--- config.mk ---
export PLATFORM = sky130hd
export DESIGN_NAME = rpch_sqrt
export DESIGN_NICKNAME = d
export VERILOG_FILES = /design/src/rtl/core/rpch_pkg.sv /design/src/rtl/core/rpch_sqrt.sv
export SDC_FILE = /design/constraint.sdc
export NUM_CORES = 2
export LEC_CHECK = 0
export BUFFER_PORTS_ARGS = -buffer_cell sky130_fd_sc_hd__buf_4
export CORE_MARGIN = 3
export CORE_UTILIZATION = 45
export DETAILED_ROUTE_END_ITERATION = 8
export GPL_ROUTABILITY_DRIVEN = 0
export PLACE_DENSITY = 0.63
export SYNTH_ARGS = -nofsm -noshare
export SYNTH_HDL_FRONTEND = slang
export SYNTH_MEMORY_MAX_BITS = 65536
export SYNTH_SLANG_ARGS = --single-unit
--- constraint.sdc ---
create_clock -name clk -period 10.45 [get_ports clk]
set_clock_uncertainty 0.15 [all_clocks]
set_input_delay 0 -clock clk [delete_from_list [all_inputs] [get_ports clk]]
set_output_delay 0 -clock clk [all_outputs]
set_load 0.01 [all_outputs]
--- src/rtl/core/rpch_pkg.sv ---
// Shared widths, latencies, register indexes and record types for the ray/plane checker.
// Depends on nothing; every other file in rtl/core refers to it by scoped names.
package rpch_pkg;

    localparam int FRAC_BITS = 16;

    // Field widths
    localparam int EYE_W  = 32;
    localparam int RAY_W  = 18;
    localparam int NRM_W  = 18;
    localparam int GRID_W = 16;
    localparam int ADDR_W = 5;
    localparam int DATA_W = 32;

    // Datapath widths
    localparam int DOTE_W   = EYE_W + NRM_W + 2;
    localparam int DOTR_W   = RAY_W + NRM_W + 2;
    localparam int NUM_W    = DOTE_W + 1;
    localparam int NUM_LO_W = 27;
    localparam int NUM_HI_W = NUM_W - NUM_LO_W;
    localparam int DEN_W    = RAY_W + NRM_W;
    localparam int PROD_W   = RAY_W + NUM_W;
    localparam int Q_W      = 41;
    localparam int STEP_W   = Q_W + 1;
    localparam int SUM_W    = STEP_W + 2;
    localparam int DIF_W    = EYE_W + 1;
    localparam int SQ_W     = 2 * EYE_W;
    localparam int RAD_W    = SQ_W + 2;
    localparam int ROOT_W   = RAD_W / 2;
    localparam int REM_W    = ROOT_W + 2;
    localparam int IP_W     = EYE_W - FRAC_BITS;

    localparam logic [Q_W-1:0] STEP_CAP = {1'b1, {(Q_W-1){1'b0}}};

    // Latencies in register stages
    localparam int FRONT_LAT = 4;
    localparam int DIV_LAT   = Q_W + 1;
    localparam int MID_LAT   = 2;
    localparam int SQ_LAT    = 2;
    localparam int SQRT_LAT  = ROOT_W;
    localparam int GRID_LAT  = IP_W;
    localparam int TAIL_LAT  = SQ_LAT + SQRT_LAT;
    localparam int PAR_DLY   = TAIL_LAT - GRID_LAT;
    localparam int PIPE_LAT  = FRONT_LAT + DIV_LAT + MID_LAT + TAIL_LAT;

    // Register indexes
    localparam logic [2:0] REG_NORMAL_X     = 3'd0;
    localparam logic [2:0] REG_NORMAL_Y     = 3'd1;
    localparam logic [2:0] REG_NORMAL_Z     = 3'd2;
    localparam logic [2:0] REG_PLANE_HEIGHT = 3'd3;
    localparam logic [2:0] REG_OFFSET_X     = 3'd4;
    localparam logic [2:0] REG_OFFSET_Z     = 3'd5;
    localparam logic [2:0] REG_GRID_SIZE    = 3'd6;

    localparam logic [NRM_W-1:0]  NORMAL_Y_RST = NRM_W'(1) << FRAC_BITS;
    localparam logic [GRID_W-1:0] GRID_RST     = GRID_W'(30);

    typedef struct packed {
        logic [NRM_W-1:0]  normal_x;
        logic [NRM_W-1:0]  normal_y;
        logic [NRM_W-1:0]  normal_z;
        logic [EYE_W-1:0]  plane_height;
        logic [EYE_W-1:0]  offset_x;
        logic [EYE_W-1:0]  offset_z;
        logic [GRID_W-1:0] grid_size;
    } rpch_cfg_t;

    typedef struct packed {
        logic                        hit;
        logic [2:0]                  neg;
        logic [DEN_W-1:0]            den_mag;
        logic [2:0][PROD_W-1:0]      prod;
        logic [2:0][EYE_W-1:0]       eye;
    } rpch_front_t;

    typedef struct packed {
        logic                  hit;
        logic [2:0]            neg;
        logic [2:0][EYE_W-1:0] eye;
    } rpch_side_t;

    typedef struct packed {
        logic                  hit;
        logic [2:0][EYE_W-1:0] pnt;
        logic                  pos_x;
        logic                  pos_z;
    } rpch_tail_t;

    typedef struct packed {
        logic              hit;
        logic [EYE_W-1:0]  hit_x;
        logic [EYE_W-1:0]  hit_y;
        logic [EYE_W-1:0]  hit_z;
        logic [EYE_W-1:0]  distance;
        logic              dark_square;
    } rpch_res_t;

endpackage

--- src/rtl/core/rpch_sqrt.sv ---
// Pipelined digit-by-digit integer square root, one root bit per stage.
// Depends on rpch_pkg.
module rpch_sqrt (
    input  logic                          clk,
    input  logic                          en,
    input  logic [rpch_pkg::RAD_W-1:0]    rad,
    output logic [rpch_pkg::ROOT_W-1:0]   root
);

    logic [rpch_pkg::REM_W-1:0]  rem_reg  [rpch_pkg::SQRT_LAT];
    logic [rpch_pkg::ROOT_W-1:0] root_reg [rpch_pkg::SQRT_LAT];
    logic [rpch_pkg::RAD_W-1:0]  rad_reg  [rpch_pkg::SQRT_LAT];

    for (genvar s = 0; s < rpch_pkg::SQRT_LAT; s++)
    begin : g_stage
        logic [rpch_pkg::REM_W-1:0]  rem_in;
        logic [rpch_pkg::ROOT_W-1:0] root_in;
        logic [rpch_pkg::RAD_W-1:0]  rad_in;
        logic [rpch_pkg::REM_W+1:0]  acc;
        logic [rpch_pkg::REM_W+1:0]  trial;
        logic                        ge;

        if (s == 0)
        begin : g_first
            assign rem_in  = '0;
            assign root_in = '0;
            assign rad_in  = rad;
        end
        else
        begin : g_next
            assign rem_in  = rem_reg[s-1];
            assign root_in = root_reg[s-1];
            assign rad_in  = rad_reg[s-1];
        end

        always_comb
        begin
            acc   = {rem_in, rad_in[rpch_pkg::RAD_W-1:rpch_pkg::RAD_W-2]};
            trial = {2'b00, root_in, 2'b01};
            ge    = acc >= trial;
        end

        always_ff @(posedge clk)
        begin
            if (en)
            begin
                rem_reg[s]  <= ge ? rpch_pkg::REM_W'(acc - trial) : acc[rpch_pkg::REM_W-1:0];
                root_reg[s] <= {root_in[rpch_pkg::ROOT_W-2:0], ge};
                rad_reg[s]  <= {rad_in[rpch_pkg::RAD_W-3:0], 2'b00};
            end
        end
    end

    assign root = root_reg[rpch_pkg::SQRT_LAT-1];

endmodule

==> flow_metrics.py <==
metrics = {
    "job": {
        "drv_cap": 0,
    },
    "critical_path": {
        "critPathKind": "flop to flop",
        "regToRegSetupSlack_ps": 5690,
        "reg2reg_depth": 11,
        "path_max_fanout": 39,
        "worstSetupStartpointType": "flop",
        "crit_required_ps": 10890,
        "r2r-end": "rem_reg[0][843]$_DFFE_PP_",
        "worstReg2RegStart": "rem_reg[0][806]$_DFFE_PP_",
        "cp-end-kind": "flop",
        "worst_ep_arrival_time_ps": 5200,
    },
    "power": {
        "p_sw_mw": 8.81,
        "seqPwrFrac_pct": 46.6,
        "peakVddDrop_uv": 156,
        "p_clk_share_pct": 33.2,
        "swShare_pct": 28.2,
        "p_leak_nw": 53.5,
        "intPower_mw": 22.4,
        "power_density_mw_per_mm2": 221,
        "combPwrFrac_pct": 20.2,
    },
    "synthesis": {
        "ys_seq_elements": 2684,
        "ys.warnings.count": 0,
        "synthArstFlopShare_pct": 0,
        "yosysTopAreaCell": "edfxtp_1",
        "synth_top_family_by_area": "simple AND/OR/NAND/NOR gates",
        "synth-xor-area-share_pct": 6.27,
        "synth_ff_type": "edfxtp_1",
        "synth_compound_area_share_pct": 9.60,
        "synth_edf_count": 2684,
        "synth_fa_ha_area_share_pct": 5.97,
        "ys_top_cells_by_area": "edfxtp_1, ha_1, xnor2_1",
        "syn_avg_cell_area_um2": 12.9,
        "yosys.area_share.simple_pct": 10.0,
        "syn-cell-area_mm2": 0.125,
        "yosysTopAreaCellShare_pct": 64.5,
        "muxShareOfSynthArea_pct": 0.794,
        "syn-num-nets": 10384,
        "synthCells": 9720,
        "ys_types": 95,
        "ys_seq_area_share_pct": 64.5,
    },
    "final_layout": {
        "nets": 10777,
        "fill_cells": 23176,
        "drive_gt1_share_pct": 7.06,
        "final_cell_mix": "edfxtp_1, inv_1, nand2_1",
        "multi_input_area_mm2": 0.0409,
        "syn2layout_area_growth_pct": 13.0,
        "final_cells": 14027,
        "final_common_cell": "edfxtp_1",
        "final-seq-area_mm2": 0.0806,
        "largest_reg_flops": 1067,
    },
    "global_route": {
        "grt_pass1_wl_um": 405000,
        "grt_pass1_vias": 75498,
        "grt_overflow_total": 0,
        "grt_start_max_net_pins": 197,
        "gr-usage-all-layers_pct": 17.4,
        "antenna_found_initial": 2,
    },
    "timing": {
        "slew_headroom_pct": 19.1,
        "period_needed_ps": 4760,
        "fmax_mhz": 210,
        "rsz0062_at_grt": "no",
        "setup_tns_ps": 0,
        "hold_viol_final": 0,
        "post-route-period-util_pct": 45.5,
        "setup_slack_ps": 5690,
        "worstMarginPinSlew_ps": 1200,
        "slew_violations": 0,
        "setup-violations-final": 0,
    },
    "drt": {
        "wl_um": 253000,
        "drt_first_pass_iters": 8,
        "vias": 76248,
        "ant_nets": 0,
        "post_drt_wl_per_cell_um": 18.0,
        "drt-initial-drc-count": 6338,
        "met3_length_um": 12500,
        "drc_errors": 0,
        "drt-met1-wl_um": 105000,
        "viasPerCell": 5.44,
        "dr_wl_met2_um": 126000,
        "top_layer_used": "met4",
    },
    "floorplanning": {
        "start_util_pct": 45.4,
        "core-area_mm2": 0.275,
        "die-area_mm2": 0.284,
        "die_y_um": 533,
        "ios": 101,
        "num_rows": 192,
        "dieWidth_um": 533,
    },
    "clock_tree": {
        "h-tree-depth": 5,
        "ctsResizeCount": 0,
        "cts_buffer_depth": 4,
        "worstSkewPairLatency_ps": 900,
        "clock-root-buffer": "clkbuf_16",
        "clk_pin_slew_ps": 60,
        "clock-sinks": 2684,
        "cts_tree": "done",
        "numCtsBuffers": 297,
    },
    "min_path": {
        "hp-class": "input pin to flop",
        "worstHoldEndpoint": "rad_reg[0][38]$_DFFE_PP_",
        "hold_start": "en",
        "hold_depth": 2,
    },
    "run_status": {
        "status": "completed",
    },
    "placed_design": {
        "place_inst": 13366,
        "hpwl_um": 177000,
        "place.port_buffers": 100,
        "place_ws_ps": 5800,
    },
}
-- worst max path at each step --
stage / from / end / slack, ps / depth (start not counted)
floorplan: rem_reg[0][806]$_DFFE_PP_ / rem_reg[0][855]$_DFFE_PP_ / 6690 / 11
global placement: rem_reg[0][806]$_DFFE_PP_ / rem_reg[0][855]$_DFFE_PP_ / 5920 / 11
detailed placement: rem_reg[0][806]$_DFFE_PP_ / rem_reg[0][855]$_DFFE_PP_ / 5800 / 11
CTS: rem_reg[0][806]$_DFFE_PP_ / rem_reg[0][843]$_DFFE_PP_ / 5760 / 11
global route: rem_reg[0][806]$_DFFE_PP_ / rem_reg[0][843]$_DFFE_PP_ / 5480 / 11
finish: rem_reg[0][806]$_DFFE_PP_ / rem_reg[0][843]$_DFFE_PP_ / 5690 / 11
-- synth_stat cells, drive strengths merged, types with 18 or more instances --
master and instances:
a211oi 50, a21o 235, xnor2 458, clkbuf 161, inv 746, mux2 73, o21bai 66, or4 61
o21a 107, o31ai 60, a2111oi 20, buf 28, nor2b 77, edfxtp 2684, or2 49, and3 53
o21ai 524, nor4 132, a21oi 622, a31oi 59, or3 94, xor2 437, o211ai 20, ha 596
a21boi 18, nand4 110, nor3 240, nand2 696, nand2b 136, and2 24, nor2 628, o41ai 18
nand3b 39, nand3 165
-- area by class of cell --
cell class                 instances  share of cell area, %
inverter                         747                   1.99
clock inverter                   172                   1.36
clock buffer                     354                   5.47
sequential                      2684                   57.1
multi-input combinational       6100                   29.0
antenna                            1                0.00177
timing repair buffer             283                   1.84
tap                             3686                   3.27
-- power groups by stage --
stage,Combinational [mW],Sequential (mW),Clock [mW]
after floorplan,4.66,14.3,0
after global placement,6.02,14.7,0
after detailed placement,6.19,14.8,0
after CTS,6.28,14.6,10.7
after global routing,7.04,14.7,11.2
final,6.33,14.5,10.4
-- cell families after synthesis --
kind of cell	after synthesis
mux	90
buf+inv	936
flops	2684
compound gates	1951
fa+ha+maj	596
other cells	1
simple gates	2567
xor+xnor	895
-- what timing repair did --
action	4_1_cts	5_1_grt
setup buffers	0	0
endpoints found under the hold margin	350	0
hold buffers	134	0
-- layer usage --
| metal | vias to the layer above | GRT usage, % |
|---|---|---|
| li1 | 36703 | - |
| met1 | 37022 | 22.0 |
| met2 | 2001 | 30.4 |
| met3 | 522 | 2.75 |
| met4 | 0 | 6.21 |
| met5 | - | 0 |
-- worst max-delay path: stages, from the launching register on --
cell      delay [ps]
edfxtp_1         390
ha_1             250
or3_1            390
o22a_1           270
a311o_1          390
a21oi_2          310
o211ai_1         230
and3_1           260
o21a_1           220
nor4_2           730
buf_4            490
mux2_1           380
-- metrics by stage --
stage               utilization [%]  hold slack [ps]  cell area [um2]  power [mW]
floorplan                         -            -51.1           125000        19.0
global placement               47.3             28.1           130000        20.8
detailed placement             47.3             29.2           130000        21.0
CTS                            51.3              114           141000        31.5
global route                   51.3              179           141000        32.9
finish                         51.3              192           141000        31.2
Note: power is estimated with default switching activity, not from simulation.
