==> src/rtl/core/rpch_pkg.sv <==
// Shared widths, latencies, register indexes and record types for the ray/plane checker.
// Depends on nothing; every other file in rtl/core refers to it by scoped names.
package rpch_pkg;

    localparam int FRAC_BITS = 16;

    // Field widths
    localparam int EYE_W  = 32;
    localparam int RAY_W  = 18;
    localparam int NRM_W  = 18;
    localparam int GRID_W = 16;
    localparam int ADDR_W = 5;
    localparam int DATA_W = 32;

    // Datapath widths
    localparam int DOTE_W   = EYE_W + NRM_W + 2;
    localparam int DOTR_W   = RAY_W + NRM_W + 2;
    localparam int NUM_W    = DOTE_W + 1;
    localparam int NUM_LO_W = 27;
    localparam int NUM_HI_W = NUM_W - NUM_LO_W;
    localparam int DEN_W    = RAY_W + NRM_W;
    localparam int PROD_W   = RAY_W + NUM_W;
    localparam int Q_W      = 41;
    localparam int STEP_W   = Q_W + 1;
    localparam int SUM_W    = STEP_W + 2;
    localparam int DIF_W    = EYE_W + 1;
    localparam int SQ_W     = 2 * EYE_W;
    localparam int RAD_W    = SQ_W + 2;
    localparam int ROOT_W   = RAD_W / 2;
    localparam int REM_W    = ROOT_W + 2;
    localparam int IP_W     = EYE_W - FRAC_BITS;

    localparam logic [Q_W-1:0] STEP_CAP = {1'b1, {(Q_W-1){1'b0}}};

    // Latencies in register stages
    localparam int FRONT_LAT = 4;
    localparam int DIV_LAT   = Q_W + 1;
    localparam int MID_LAT   = 2;
    localparam int SQ_LAT    = 2;
    localparam int SQRT_LAT  = ROOT_W;
    localparam int GRID_LAT  = IP_W;
    localparam int TAIL_LAT  = SQ_LAT + SQRT_LAT;
    localparam int PAR_DLY   = TAIL_LAT - GRID_LAT;
    localparam int PIPE_LAT  = FRONT_LAT + DIV_LAT + MID_LAT + TAIL_LAT;

    // Register indexes
    localparam logic [2:0] REG_NORMAL_X     = 3'd0;
    localparam logic [2:0] REG_NORMAL_Y     = 3'd1;
    localparam logic [2:0] REG_NORMAL_Z     = 3'd2;
    localparam logic [2:0] REG_PLANE_HEIGHT = 3'd3;
    localparam logic [2:0] REG_OFFSET_X     = 3'd4;
    localparam logic [2:0] REG_OFFSET_Z     = 3'd5;
    localparam logic [2:0] REG_GRID_SIZE    = 3'd6;

    localparam logic [NRM_W-1:0]  NORMAL_Y_RST = NRM_W'(1) << FRAC_BITS;
    localparam logic [GRID_W-1:0] GRID_RST     = GRID_W'(30);

    typedef struct packed {
        logic [NRM_W-1:0]  normal_x;
        logic [NRM_W-1:0]  normal_y;
        logic [NRM_W-1:0]  normal_z;
        logic [EYE_W-1:0]  plane_height;
        logic [EYE_W-1:0]  offset_x;
        logic [EYE_W-1:0]  offset_z;
        logic [GRID_W-1:0] grid_size;
    } rpch_cfg_t;

    typedef struct packed {
        logic                        hit;
        logic [2:0]                  neg;
        logic [DEN_W-1:0]            den_mag;
        logic [2:0][PROD_W-1:0]      prod;
        logic [2:0][EYE_W-1:0]       eye;
    } rpch_front_t;

    typedef struct packed {
        logic                  hit;
        logic [2:0]            neg;
        logic [2:0][EYE_W-1:0] eye;
    } rpch_side_t;

    typedef struct packed {
        logic                  hit;
        logic [2:0][EYE_W-1:0] pnt;
        logic                  pos_x;
        logic                  pos_z;
    } rpch_tail_t;

    typedef struct packed {
        logic              hit;
        logic [EYE_W-1:0]  hit_x;
        logic [EYE_W-1:0]  hit_y;
        logic [EYE_W-1:0]  hit_z;
        logic [EYE_W-1:0]  distance;
        logic              dark_square;
    } rpch_res_t;

endpackage

==> src/rtl/core/rpch_grid_div.sv <==
// Pipelined divider of a grid coordinate by the square size; yields the quotient parity.
// Depends on rpch_pkg.
module rpch_grid_div (
    input  logic                          clk,
    input  logic                          en,
    input  logic [rpch_pkg::IP_W-1:0]     ip,
    input  logic [rpch_pkg::GRID_W-1:0]   grid,
    output logic                          odd
);

    logic [rpch_pkg::GRID_W-1:0] rem_reg [rpch_pkg::GRID_LAT];
    logic [rpch_pkg::IP_W-1:0]   num_reg [rpch_pkg::GRID_LAT];
    logic                        bit_reg [rpch_pkg::GRID_LAT];

    for (genvar s = 0; s < rpch_pkg::GRID_LAT; s++)
    begin : g_stage
        logic [rpch_pkg::GRID_W-1:0] rem_in;
        logic [rpch_pkg::IP_W-1:0]   num_in;
        logic [rpch_pkg::GRID_W:0]   acc;
        logic                        ge;

        if (s == 0)
        begin : g_first
            assign rem_in = '0;
            assign num_in = ip;
        end
        else
        begin : g_next
            assign rem_in = rem_reg[s-1];
            assign num_in = num_reg[s-1];
        end

        always_comb
        begin
            acc = {rem_in, num_in[rpch_pkg::IP_W-1]};
            ge  = acc >= {1'b0, grid};
        end

        always_ff @(posedge clk)
        begin
            if (en)
            begin
                rem_reg[s] <= ge ? rpch_pkg::GRID_W'(acc - {1'b0, grid})
                                 : acc[rpch_pkg::GRID_W-1:0];
                num_reg[s] <= {num_in[rpch_pkg::IP_W-2:0], 1'b0};
                bit_reg[s] <= ge;
            end
        end
    end

    // The last quotient bit decides the parity
    assign odd = bit_reg[rpch_pkg::GRID_LAT-1];

endmodule

==> config.mk <==
export PLATFORM = sky130hd
export DESIGN_NAME = rpch_grid_div
export DESIGN_NICKNAME = d
export VERILOG_FILES = /design/src/rtl/core/rpch_pkg.sv /design/src/rtl/core/rpch_grid_div.sv
export SDC_FILE = /design/constraint.sdc
export NUM_CORES = 1
export LEC_CHECK = 0
export ABC_AREA = 1
export ABC_CLOCK_PERIOD_IN_PS = 3600
export BUFFER_PORTS_ARGS = -buffer_cell sky130_fd_sc_hd__buf_2
export CAP_MARGIN = 10
export CORE_UTILIZATION = 61
export CTS_CLUSTER_SIZE = 8
export DETAILED_ROUTE_END_ITERATION = 16
export PLACE_DENSITY = 0.77
export SETUP_SLACK_MARGIN = 0.1
export SLEW_MARGIN = 15
export SYNTH_ARGS = -nofsm -noshare
export SYNTH_HDL_FRONTEND = slang
export SYNTH_SLANG_ARGS = --single-unit
==> constraint.sdc <==
create_clock -name clk -period 3.6 [get_ports clk]
set_input_delay 0.18 -clock clk [delete_from_list [all_inputs] [get_ports clk]]
set_output_delay 0.18 -clock clk [all_outputs]
set_load 0.005 [all_outputs]
==> results.ini, run 1 <==
[timing]
grt_setup_unrepaired = no
worst_hold_slack_ns = 0.0888
report.final.slew_viol_count = 0
slew-limit-headroom = 0.329
timing.final.hold_violations = 0
finalClockSkew_ns = 0.0296
fin_crit_ns = 2.69
peak_freq_mhz = 371
setup_viol_count_final = 0
setup_ws_ns = 0.905
finalSetupTns_ns = 0
period_share = 0.749
worst-slew-pin-transition_ns = 1.00

[global_routing]
track_usage = 0.310
global_route_wire_length_before_repair_mm = 116
maximum_number_of_pins_on_one_net_before_global_route_repair = 94
grt_antenna_before_repair = 0
via_count_of_the_first_global_routing_pass = 22900
globalRoute.totalOverflow = 0

[critical_path]
worst_setup_path_startpoint = grid[8]
crit_family = buffers and inverters
critPathMaxFanout = 17
critical_path_arrival_ns = 3.02
cp_slowest_cell = sky130_fd_sc_hd__dlygate4sd3_1
critPathMaxStageDelay_ns = 0.54
timing.critical_path.required_ns = 3.93
start_kind = primary input
worst_path_bufs_invs = 6
crit_type = primary input to flop
worstSetupEndpointType = flop
worstPathCellList = dlygate4sd3_1 -> buf_2 -> inv_1 -> buf_4 -> ha_1 -> nand2_1 -> inv_1 -> nand2_1 -> nand2_1 -> inv_1 -> nand3_1 -> nand2_2 -> nand2_4 -> nand2_1 -> o21ai_0
r2r-start = rem_reg[0][39]$_DFFE_PP_
crit_top_cell = sky130_fd_sc_hd__nand2_1

[drt]
route.top_layer_used = met4
drc_violations = 0
met3RoutedLength_mm = 4.40
via_count = 24700
first_iter_violations = 1920
drt_wl_total_mm = 71.9
post_drt_via_cell_ratio = 5.35
wl_met1_mm = 31.6
wire_per_inst_microns = 15.6
ant_nets = 0
first_pass_detailed_route_iteration_total = 8
dr_wl_met2_mm = 33.4

[finish]
post_route_cells_drive_above_1_share = 0.0573
area_growth_syn_to_layout_pct = 8.50
mostFrequentLayoutCells = 1685 x sky130_fd_sc_hd__nand2_1, 573 x sky130_fd_sc_hd__inv_1, 361 x sky130_fd_sc_hd__edfxtp_1
diodes = 0
finish.net_count = 4295
largest_register_ffs = 240
mostFrequentLayoutCell = sky130_fd_sc_hd__nand2_1
post-route-util = 0.676

[yosys]
synth_seq_area_share = 0.381
synth_cells = 3905
synth.largest_area_cell = sky130_fd_sc_hd__edfxtp_1
avg_synthesized_cell_area_sq_um = 7.28
post-synth-top-area-fraction = 0.381
synth_seq_cells = 361
netlist_area_before_placement_sq_mm = 0.0284
cell_variety_after_synth = 35
synthTopCellsByArea = sky130_fd_sc_hd__edfxtp_1 38%, sky130_fd_sc_hd__nand2_1 22%, sky130_fd_sc_hd__ha_1 11%
ys.warnings.count = 0
asyncSetResetFlopFracSynth = 0
synth_enable_flop_cells = 361
ys.flop_type = sky130_fd_sc_hd__edfxtp_1
syn-num-nets = 4195

[place]
hpwlAfterDp_mm = 52.6
port_buffers = 34
placement.setup.worst_slack_ns = 0.754
gp_congestion = 0.951

[cts]
cts_sinks = 361
worst_skew_pair.late_latency_ns = 0.61
clock_transition_at_the_registers_of_the_reported_paths_ns = 0.05
htree_num_levels = 2
cts_tree = done
clk_path_buf_depth = 3
clk_root_buffer_cell = sky130_fd_sc_hd__clkbuf_16
cts-buffers-inserted = 51

[power]
peakVddDrop_uv = 507
power_density_mw_per_mm2 = 801
cellLeakagePower_nw = 16.1

[die]
initial_core_util = 0.623
die_w_microns = 218
ios = 35
coreArea_sq_mm = 0.0457
die_area_sq_mm = 0.0475
die_y_microns = 218
rows = 78

[run]
max-cap-violations = 0

[min_path]
worstHoldPathType = primary input to flop
worst_hold_startpoint = en

[status]
run_status = finished clean

-- per-layer routing --
layer,global-route usage,vias to the layer above
met5,0,-
met4,0.106,0
met3,0.0391,162
met2,0.523,781
met1,0.410,11100
li1,-,12600
-- kinds of logic after synthesis --
kind of cell / synth area share
flip-flops: 0.381
AND/OR/NAND/NOR: 0.361
AO/OA/AOI/OAI: 0.0239
adder cells (fa/ha/maj): 0.116
XOR/XNOR: 0.0262
buffers and inverters: 0.0911
-- cell type report --
cell class | instances | area [sq um]
multi-input combinational | 2915 | 15000
timing repair buffer | 79 | 611
sequential | 361 | 10800
clock buffer | 57 | 1320
clock inverter | 3 | 53.8
fill | 4024 | 14800
tap | 600 | 751
inverter | 597 | 2270
-- path summary, 6_finish.rpt --
path                              endpoint  slack (ns)  cells after the start
setup reg to reg  rem_reg[0][63]$_DFFE_PP_        1.32                     11
hold reg to reg   num_reg[1][56]$_DFFE_PP_        0.41                      0
setup / recovery  rem_reg[1][64]$_DFFE_PP_        0.91                     15
hold / removal     num_reg[0][1]$_DFFE_PP_        0.09                      1
-- report_power, final --
group	switching, mW	internal (mW)	leakage, nW	total (mW)
Clock	1.79	2.55	0.669	4.34
Combinational	8.33	4.52	11.9	12.8
Sequential	0.939	6.59	3.55	7.53
-- metrics by stage --
stage | instance area, sq um | total power, mW | cells
after detailed placement | 29300 | 20.2 | 4535
after global placement | 29300 | 20.0 | 4535
after floorplan | 28400 | 17.3 | 3905
after CTS | 30900 | 24.7 | 4612
after global routing | 30900 | 26.9 | 4612
final | 30900 | 24.7 | 4612
-- synthesized netlist by cell type (all sizes together) (6+ instances only) --
library cell  instances
nand2              1711
fa                   14
nand3               270
buf                  32
nor4                  6
o21ai                20
nand3b               60
nor3                 48
and2                 13
nor2                250
nand4                38
edfxtp              361
xnor2                15
a21oi               113
or2                  42
xor2                 70
inv                 596
ha                  242
-- repair_timing --
| item | CTS | global route |
|---|---|---|
| hold buffers | 17 | 0 |
| setup buffers | 0 | 0 |
| gates resized for setup | 0 | 0 |
| hold endpoints to repair | 18 | 0 |
Note: power is estimated with default switching activity, not from simulation.
==> run 2, diff against run 1 <==
- ABC_CLOCK_PERIOD_IN_PS: 3600 -> 2500
- clock period: 3.6 -> 2.5 ns (I/O delays scaled with it)
==> results.ini, run 2 (synthesized netlist as in run 1, its figures left out) <==
[status]
run_status = finished clean

[cts]
clock_transition_at_the_registers_of_the_reported_paths_ns = 0.06  ; about the same
cts_tree = done
clk_root_buffer_cell = sky130_fd_sc_hd__clkbuf_16
cts_sinks = 361  ; unchanged
worst_skew_pair.late_latency_ns = 0.60  ; about the same
cts-buffers-inserted = 51  ; unchanged
clk_path_buf_depth = 3  ; unchanged
htree_num_levels = 2  ; unchanged

[timing]
grt_setup_unrepaired = no
report.final.slew_viol_count = 0  ; unchanged
slew-limit-headroom = 0.681  ; +0.352
worst-slew-pin-transition_ns = 0.479  ; -0.526 ns
finalSetupTns_ns = 0  ; unchanged
peak_freq_mhz = 436
setup_viol_count_final = 0  ; unchanged
timing.final.hold_violations = 0  ; unchanged
fin_crit_ns = 2.29
finalClockSkew_ns = 0.0241  ; -0.00550 ns
period_share = 0.918

[power]
power.share.clock = 0.175  ; about the same
switching_share = 0.444  ; -0.00356
power_frac_seq = 0.303  ; -0.002
power_density_mw_per_mm2 = 1150  ; +43%
peakVddDrop_uv = 641  ; +26%
p_comb_frac = 0.522  ; +0.002
cellLeakagePower_nw = 16.3  ; +0.79%
internal_power_contribution_mw = 19.9  ; +45%
switchingPower_mw = 15.8  ; +43%

[critical_path]
worst_setup_path_startpoint = rem_reg[0][43]$_DFFE_PP_
crit_type = flop to flop
start_kind = flop
timing.critical_path.required_ns = 2.84  ; -1.09 ns
r2r-start = rem_reg[0][43]$_DFFE_PP_
critPathMaxFanout = 10  ; -7
critical_path_arrival_ns = 2.64  ; -0.38 ns
worstSetupEndpointType = flop

[place]
place_area_sq_mm = 0.0296  ; +0.84%
port_buffers = 34  ; unchanged
gp_congestion = 0.933  ; -1.9%
hpwlAfterDp_mm = 52.0  ; -1.2%

[die]
rows = 78  ; unchanged
initial_core_util = 0.623  ; unchanged
die_area_sq_mm = 0.0475  ; unchanged
die_y_microns = 218  ; unchanged
die_w_microns = 218  ; unchanged
coreArea_sq_mm = 0.0457  ; unchanged
ios = 35  ; unchanged

[drt]
first_iter_violations = 2288  ; +19%
post_drt_via_cell_ratio = 5.33  ; -0.28%
via_count = 24700  ; -0.016%
first_pass_detailed_route_iteration_total = 6  ; -2
wire_per_inst_microns = 15.5  ; -0.41%
ant_nets = 0  ; unchanged
drc_violations = 0  ; unchanged
drt_wl_total_mm = 71.8  ; -0.15%

[global_routing]
track_usage = 0.309  ; -0.000746
via_count_of_the_first_global_routing_pass = 23300  ; +1.5%
globalRoute.totalOverflow = 0  ; unchanged
global_route_wire_length_before_repair_mm = 116  ; -0.17%
grt_antenna_before_repair = 1  ; +1
maximum_number_of_pins_on_one_net_before_global_route_repair = 72  ; -23%

[finish]
largest_register_ffs = 240  ; unchanged
post-route-util = 0.682  ; +0.00622
register_area_sq_mm = 0.0108  ; unchanged
post_route_cells_drive_above_1_share = 0.0614  ; +0.00405
multi_input_comb_area_sq_mm = 0.0150  ; about the same
area_growth_syn_to_layout_pct = 9.49
layout.filler_cells = 3953  ; -1.8%
finish.net_count = 4310  ; +0.35%
mostFrequentLayoutCells = 1685 x sky130_fd_sc_hd__nand2_1, 573 x sky130_fd_sc_hd__inv_1, 361 x sky130_fd_sc_hd__edfxtp_1
final_design_area_no_fill_sq_mm = 0.0311  ; +0.92%
mostFrequentLayoutCell = sky130_fd_sc_hd__nand2_1
diodes = 0  ; unchanged

[min_path]
worst_hold_startpoint = grid[8]
worstHoldPathType = primary input to flop

[run]
max-cap-violations = 0  ; unchanged

-- run 2: cell count changes in the layout (fill, tap and decap cells not counted), sizes merged --
| cell | delta |
|---|---|
| bufinv | +1 |
| clkbuf | -4 |
| inv | -1 |
| buf | +15 |
| clkinvlp | +1 |
-- run 2: layout make-up --
type                    instances  area share
clock buffers                  53      0.0419
multi-input cells            2915       0.482
inverters                     597      0.0730
well taps                     600      0.0241
flip-flops and latches        361       0.348
clock inverters                 4     0.00189
repair buffers                 94      0.0288
-- run 2: repair_timing --
item                       in CTS  in global routing
setup endpoints to repair       0                 10
hold buffers                   17                  0
hold endpoints to repair       62                  0
gates resized for setup         0                  1
setup buffers                   0                  6
-- run 2: critical path, stage by stage (launching register included) --
cell                       delay, ns
sky130_fd_sc_hd__edfxtp_1       0.43
sky130_fd_sc_hd__ha_1           0.45
sky130_fd_sc_hd__nand2_1        0.10
sky130_fd_sc_hd__inv_1          0.09
sky130_fd_sc_hd__nand2_1        0.12
sky130_fd_sc_hd__nor4_2         0.24
sky130_fd_sc_hd__nand2_2        0.24
sky130_fd_sc_hd__buf_4          0.23
sky130_fd_sc_hd__nand3_1        0.08
sky130_fd_sc_hd__nand2_1        0.05
-- run 2: per-stage QoR --
stage / hold slack, ns / power [mW] / setup slack (ns) / instances
2_1_floorplan: 0.224 / 24.9 / 0.189 / 3905
3_3_place_gp: 0.302 / 28.7 / 0.205 / 4544
3_5_place_dp: 0.304 / 29.1 / 0.182 / 4544
4_1_cts: 0.0268 / 35.5 / 0.224 / 4618
5_1_grt: 0.0577 / 38.8 / 0.105 / 4624
6_report: 0.0494 / 35.7 / 0.206 / 4624
-- run 2: worst paths after layout --
| path | to | slack, ns | cells after the start |
|---|---|---|---|
| min | rem_reg[0][4]$_SDFFCE_PP0P_ | 0.05 | 4 |
| max | rem_reg[0][55]$_DFFE_PP_ | 0.21 | 9 |
| min reg2reg | num_reg[1][10]$_DFFE_PP_ | 0.41 | 0 |
| max reg2reg | rem_reg[0][55]$_DFFE_PP_ | 0.21 | 9 |
-- run 2: routing by layer --
metal  wire (microns)  vias to the layer above  track usage
met3             4700                      198       0.0402
met2            33100                      793        0.518
met4             3180                        0        0.133
li1                 -                    12700            -
met5                0                        -            0
met1            30800                    11000        0.401
-- run 2: power by group through the flow --
stage / registers [mW] / clock network [mW] / logic, mW
after global placement: 10.9 / 0 / 17.8
final: 10.8 / 6.25 / 18.6
after global routing: 10.9 / 6.56 / 21.3
after detailed placement: 10.9 / 0 / 18.2
after floorplan: 10.2 / 0 / 14.7
after CTS: 10.8 / 6.35 / 18.4
==> run 3, diff against run 2 <==
--- a/config.mk
+++ b/config.mk
@@ -6,12 +6,10 @@
 export NUM_CORES = 1
 export LEC_CHECK = 0
-export ABC_AREA = 1
 export ABC_CLOCK_PERIOD_IN_PS = 2500
 export BUFFER_PORTS_ARGS = -buffer_cell sky130_fd_sc_hd__buf_2
-export CAP_MARGIN = 10
 export CORE_UTILIZATION = 61
 export CTS_CLUSTER_SIZE = 8
 export DETAILED_ROUTE_END_ITERATION = 16
-export PLACE_DENSITY = 0.77
+export PLACE_DENSITY = 0.78
 export SETUP_SLACK_MARGIN = 0.1
 export SLEW_MARGIN = 15
==> constraint.sdc (replaced) <==
create_clock -name clk -period 2.5 [get_ports clk]
set_input_delay 0.25 -clock clk [delete_from_list [all_inputs] [get_ports clk]]
set_output_delay 0.25 -clock clk [all_outputs]
set_load 0.005 [all_outputs]
==> results.ini, run 3 <==
[yosys]
synth_cells = 2264  ; -42%
asyncSetResetFlopFracSynth = 0  ; unchanged
largest_family_of_logic_cells_by_synthesized_area = compound AO/OA/AOI/OAI gates
synthTopCellsByArea = sky130_fd_sc_hd__edfxtp_1 45%, sky130_fd_sc_hd__ha_1 12%, sky130_fd_sc_hd__mux2_2 5.0%
synth_seq_cells = 361  ; unchanged
syn-num-nets = 2554  ; -39%
ys.flop_type = sky130_fd_sc_hd__edfxtp_1
post-synth-top-count-cell = sky130_fd_sc_hd__edfxtp_1
synth_enable_flop_cells = 361  ; unchanged
netlist_area_before_placement_sq_mm = 0.0243  ; -15%
synth_seq_area_share = 0.447  ; +0.0655
synth_mux_area_frac = 0.0610  ; +0.0610
synth_xor_area_frac = 0.0563  ; +0.0301
synth-simple-area-share = 0.107  ; -0.254
yosys-top-cells-count = 361 x sky130_fd_sc_hd__edfxtp_1, 242 x sky130_fd_sc_hd__ha_1, 219 x sky130_fd_sc_hd__a21oi_1, 178 x sky130_fd_sc_hd__nor2_1, 153 x sky130_fd_sc_hd__o21ai_0
synth-adder-area-share = 0.136  ; +0.0200
post-synth-top-area-fraction = 0.447  ; +0.0655
synth_compound_gate_area_share = 0.168  ; +0.144
ys.warnings.count = 0  ; unchanged
cell_variety_after_synth = 75  ; +110%
avg_synthesized_cell_area_sq_um = 10.7  ; +47%
synth.largest_area_cell = sky130_fd_sc_hd__edfxtp_1

[die]
rows = 72  ; -7.7%
die_y_microns = 201  ; -7.5%
initial_core_util = 0.624  ; +0.000983
ios = 35  ; unchanged
die_w_microns = 201  ; -7.5%

[place]
port_buffers = 34  ; unchanged
gp_congestion = 0.925  ; -0.83%
hpwlAfterDp_mm = 52.0  ; about the same
place_area_sq_mm = 0.0304  ; +3.0%
placement.setup.worst_slack_ns = -0.785  ; -0.967 ns
place.detailed.instances = 3393  ; -25%

[status]
lastStage = 5_1_grt
run_status = did not finish
run.stop_error = [ERROR GRT-0232] Routing congestion too high. Check the congestion heatmap in the GUI.

[cts]
htree_num_levels = 2  ; unchanged
cts_sinks = 361  ; unchanged
clk_root_buffer_cell = sky130_fd_sc_hd__clkbuf_16
clk_path_buf_depth = 3  ; unchanged
cts-buffers-inserted = 51  ; unchanged

[timing]
worst_path_end_type = register input
postGrtWorstEndpoint = rem_reg[0][126]$_DFFE_PP_/D

[global_routing]
globalRoute.totalOverflow = 21
maximum_number_of_pins_on_one_net_before_global_route_repair = 69
track_usage = 0.737

==> run 3: cell count changes after synthesis, sizes merged, moves of 38 or more <==
| cell | previous run | this run |
|---|---|---|
| nand2 | 1711 | 142 |
| inv | 596 | 100 |
| nand3 | 270 | 47 |
| o21ai | 20 | 156 |
| mux2 | 0 | 116 |
| a21oi | 113 | 219 |
| xnor2 | 15 | 94 |
| nor2 | 250 | 178 |
| nand3b | 60 | 4 |
| a21o | 0 | 48 |
| clkbuf | 0 | 38 |
==> run 3: kinds of logic after synthesis <==
family          Yosys count
compound gates          656
simple gates            553
flops                   361
fa+ha+maj               256
xor+xnor                156
buf+inv                 152
mux                     130
==> run 3: metrics by stage <==
stage          TNS [ns]  hold slack (ns)
3_3_place_gp    -113.73            0.400
3_5_place_dp    -128.58            0.405
2_1_floorplan    -46.52            0.349
4_1_cts          -25.72           0.0129
==> run 3: layer usage <==
metal  GRT overflow  global-route usage
met4             11               0.737
met2              9               0.926
met3              0               0.579
met5              0               0.258
met1              1               0.721
==> run 3: what timing repair did <==
action | 4_1_cts
hold buffers | 15
setup endpoints to repair | 222
buffers inserted | 116
cloned | 14
pin swaps | 170
resized for setup | 357
endpoints found under the hold margin | 15
==> run 4, diff against run 3 <==
- CORE_UTILIZATION: 61 -> 40
- CTS_CLUSTER_SIZE: 8 -> unset
- PLACE_DENSITY: 0.78 -> unset
- PLACE_DENSITY_LB_ADDON: unset -> 0.15
- SETUP_SLACK_MARGIN: 0.1 -> unset
==> results.ini, run 4 <==
[timing]
grt_setup_unrepaired = yes
period_share = 1.17
worst-slew-pin-transition_ns = 0.911
finalClockSkew_ns = 0.0169
setup_viol_count_final = 127
fin_crit_ns = 2.93
report.final.slew_viol_count = 0
slew-limit-headroom = 0.393
timing.final.hold_violations = 0
peak_freq_mhz = 341
setup_ws_ns = -0.434

[finish]
post_route_cells_drive_above_1_share = 0.442
diodes = 0
mostFrequentLayoutCells = 727 x sky130_fd_sc_hd__buf_4, 361 x sky130_fd_sc_hd__edfxtp_1, 175 x sky130_fd_sc_hd__ha_1
register_area_sq_mm = 0.0108
mostFrequentLayoutCell = sky130_fd_sc_hd__buf_4
finish.net_count = 3411
layout.filler_cells = 4793
multi_input_comb_area_sq_mm = 0.0154
post-route-util = 0.608
area_growth_syn_to_layout_pct = 48.9
largest_register_ffs = 240

[drt]
drc_violations = 0
post_drt_via_cell_ratio = 5.39
drt_wl_total_mm = 74.3
via_count = 21200
first_iter_violations = 1048
ant_nets = 0
first_pass_detailed_route_iteration_total = 5
wire_per_inst_microns = 18.9

[cts]
clk_root_buffer_cell = sky130_fd_sc_hd__clkbuf_16
cts_sinks = 361  ; unchanged
worst_skew_pair.late_latency_ns = 0.58
clock_transition_at_the_registers_of_the_reported_paths_ns = 0.06
htree_num_levels = 2  ; unchanged
cts-buffers-inserted = 44  ; -14%
clk_path_buf_depth = 3  ; unchanged
cts_tree = done

[critical_path]
timing.critical_path.required_ns = 2.82
critPathMaxFanout = 8
worstSetupEndpointType = flop
crit_type = flop to flop
start_kind = flop
critical_path_arrival_ns = 3.25

[global_routing]
via_count_of_the_first_global_routing_pass = 21800
track_usage = 0.237
globalRoute.totalOverflow = 0
global_route_wire_length_before_repair_mm = 114
maximum_number_of_pins_on_one_net_before_global_route_repair = 83
grt_antenna_before_repair = 0

[die]
initial_core_util = 0.408  ; -0.216
die_area_sq_mm = 0.0617
ios = 35  ; unchanged
die_y_microns = 248  ; +23%
rows = 89  ; +24%
coreArea_sq_mm = 0.0595
die_w_microns = 248  ; +23%

[yosys]
synth_seq_area_share = 0.447  ; unchanged
ys.flop_type = sky130_fd_sc_hd__edfxtp_1
netlist_area_before_placement_sq_mm = 0.0243  ; unchanged
synth_cells = 2264  ; unchanged
ys.warnings.count = 0  ; unchanged
synth_seq_cells = 361  ; unchanged
avg_synthesized_cell_area_sq_um = 10.7  ; unchanged
synth.largest_area_cell = sky130_fd_sc_hd__edfxtp_1
post-synth-top-count-cell = sky130_fd_sc_hd__edfxtp_1
syn-num-nets = 2554  ; unchanged
synth_enable_flop_cells = 361  ; unchanged
synthTopCellsByArea = sky130_fd_sc_hd__edfxtp_1 45%, sky130_fd_sc_hd__ha_1 12%, sky130_fd_sc_hd__mux2_2 5.0%
post-synth-top-area-fraction = 0.447  ; unchanged
asyncSetResetFlopFracSynth = 0  ; unchanged
yosys-top-cells-count = 361 x sky130_fd_sc_hd__edfxtp_1, 242 x sky130_fd_sc_hd__ha_1, 219 x sky130_fd_sc_hd__a21oi_1, 178 x sky130_fd_sc_hd__nor2_1, 153 x sky130_fd_sc_hd__o21ai_0
cell_variety_after_synth = 75  ; unchanged

[power]
peakVddDrop_uv = 623
cellLeakagePower_nw = 15.0
power_density_mw_per_mm2 = 1260

[min_path]
worstHoldPathType = primary input to flop

[status]
run_status = finished, violations left
violations_in_the_final_reports = negative setup slack

[place]
gp_congestion = 0.910  ; -1.6%
placement.setup.worst_slack_ns = -0.680  ; +0.106 ns
port_buffers = 34  ; unchanged
hpwlAfterDp_mm = 52.4  ; +0.83%

[run]
max-cap-violations = 0

-- run 4: critical path, cell delays in order (launching register included) --
cell and delay, ns:
sky130_fd_sc_hd__edfxtp_1 0.45, sky130_fd_sc_hd__ha_4 0.25, sky130_fd_sc_hd__nor2b_4 0.12, sky130_fd_sc_hd__o31a_1 0.27, sky130_fd_sc_hd__nor3_2 0.12, sky130_fd_sc_hd__o21a_2 0.18, sky130_fd_sc_hd__o21ai_2 0.07, sky130_fd_sc_hd__a211o_1 0.29
sky130_fd_sc_hd__a2111oi_4 0.28, sky130_fd_sc_hd__buf_4 0.19, sky130_fd_sc_hd__clkbuf_16 0.16, sky130_fd_sc_hd__mux2_4 0.29
-- run 4: stage by stage --
stage | std cells | hold slack [ns] | setup TNS (ns) | instance area [sq um] | total power [mW]
2_1_floorplan | 2264 | 0.349 | -43.33 | 24800 | 24.6
5_1_grt | 3924 | 0.0734 | -36.33 | 36100 | 48.4
4_1_cts | 3872 | 0.0644 | -20.73 | 34700 | 43.6
3_3_place_gp | 3679 | 0.400 | -114.03 | 31000 | 33.5
3_5_place_dp | 3679 | 0.405 | -118.98 | 31000 | 34.0
6_report | 3924 | 0.0832 | -21.87 | 36100 | 45.4
-- run 4: logic make-up after synthesis --
| family | share of synthesized area |
|---|---|
| AOI/OAI and AO/OA | 0.168 |
| and+or+nand+nor | 0.107 |
| DFF | 0.447 |
| adders and majority gates | 0.136 |
| xor gates and xnor gates | 0.0563 |
| buffers and inverters | 0.0243 |
| muxes | 0.0610 |
-- run 4: timing repair --
item	CTS	global route
gates cloned	13	2
endpoints found under the setup margin	198	205
pin swaps	120	140
resized for setup	317	224
endpoints found under the hold margin	15	0
hold buffers	15	0
setup buffers	91	65
-- run 4: routing by layer --
layer,vias up,track usage,part of all wire
li1,10300,-,-
met1,10200,0.273,0.41
met2,437,0.432,0.51
met3,173,0.0336,0.036
met4,0,0.109,0.045
met5,-,0,0
-- run 4: final timing paths --
check                           startpoint  cells past startpoint  slack, ns                        end
setup / recovery  rem_reg[0][96]$_DFFE_PP_                     11      -0.43  rem_reg[0][127]$_DFFE_PP_
hold / removal                      ip[15]                      3       0.08    rem_reg[0][0]$_DFFE_PP_
setup reg to reg  rem_reg[0][96]$_DFFE_PP_                     11      -0.43  rem_reg[0][127]$_DFFE_PP_
hold reg to reg   num_reg[1][88]$_DFFE_PP_                      0       0.41  num_reg[1][104]$_DFFE_PP_
-- run 4: area by class of cell --
| type | count | area share |
|---|---|---|
| timing repair buffer | 861 | 0.199 |
| clock inverter | 19 | 0.00467 |
| inverter | 101 | 0.0119 |
| clock buffer | 57 | 0.0324 |
| sequential | 361 | 0.300 |
| multi-input combinational | 1752 | 0.426 |
| tap | 773 | 0.0268 |
-- run 4: power by group --
| part | internal [mW] | switching, mW | total (mW) |
|---|---|---|---|
| registers | 9.66 | 1.40 | 11.1 |
| logic | 15.5 | 12.7 | 28.3 |
| clock network | 3.59 | 2.52 | 6.11 |
| total | 28.8 | 16.7 | 45.4 |
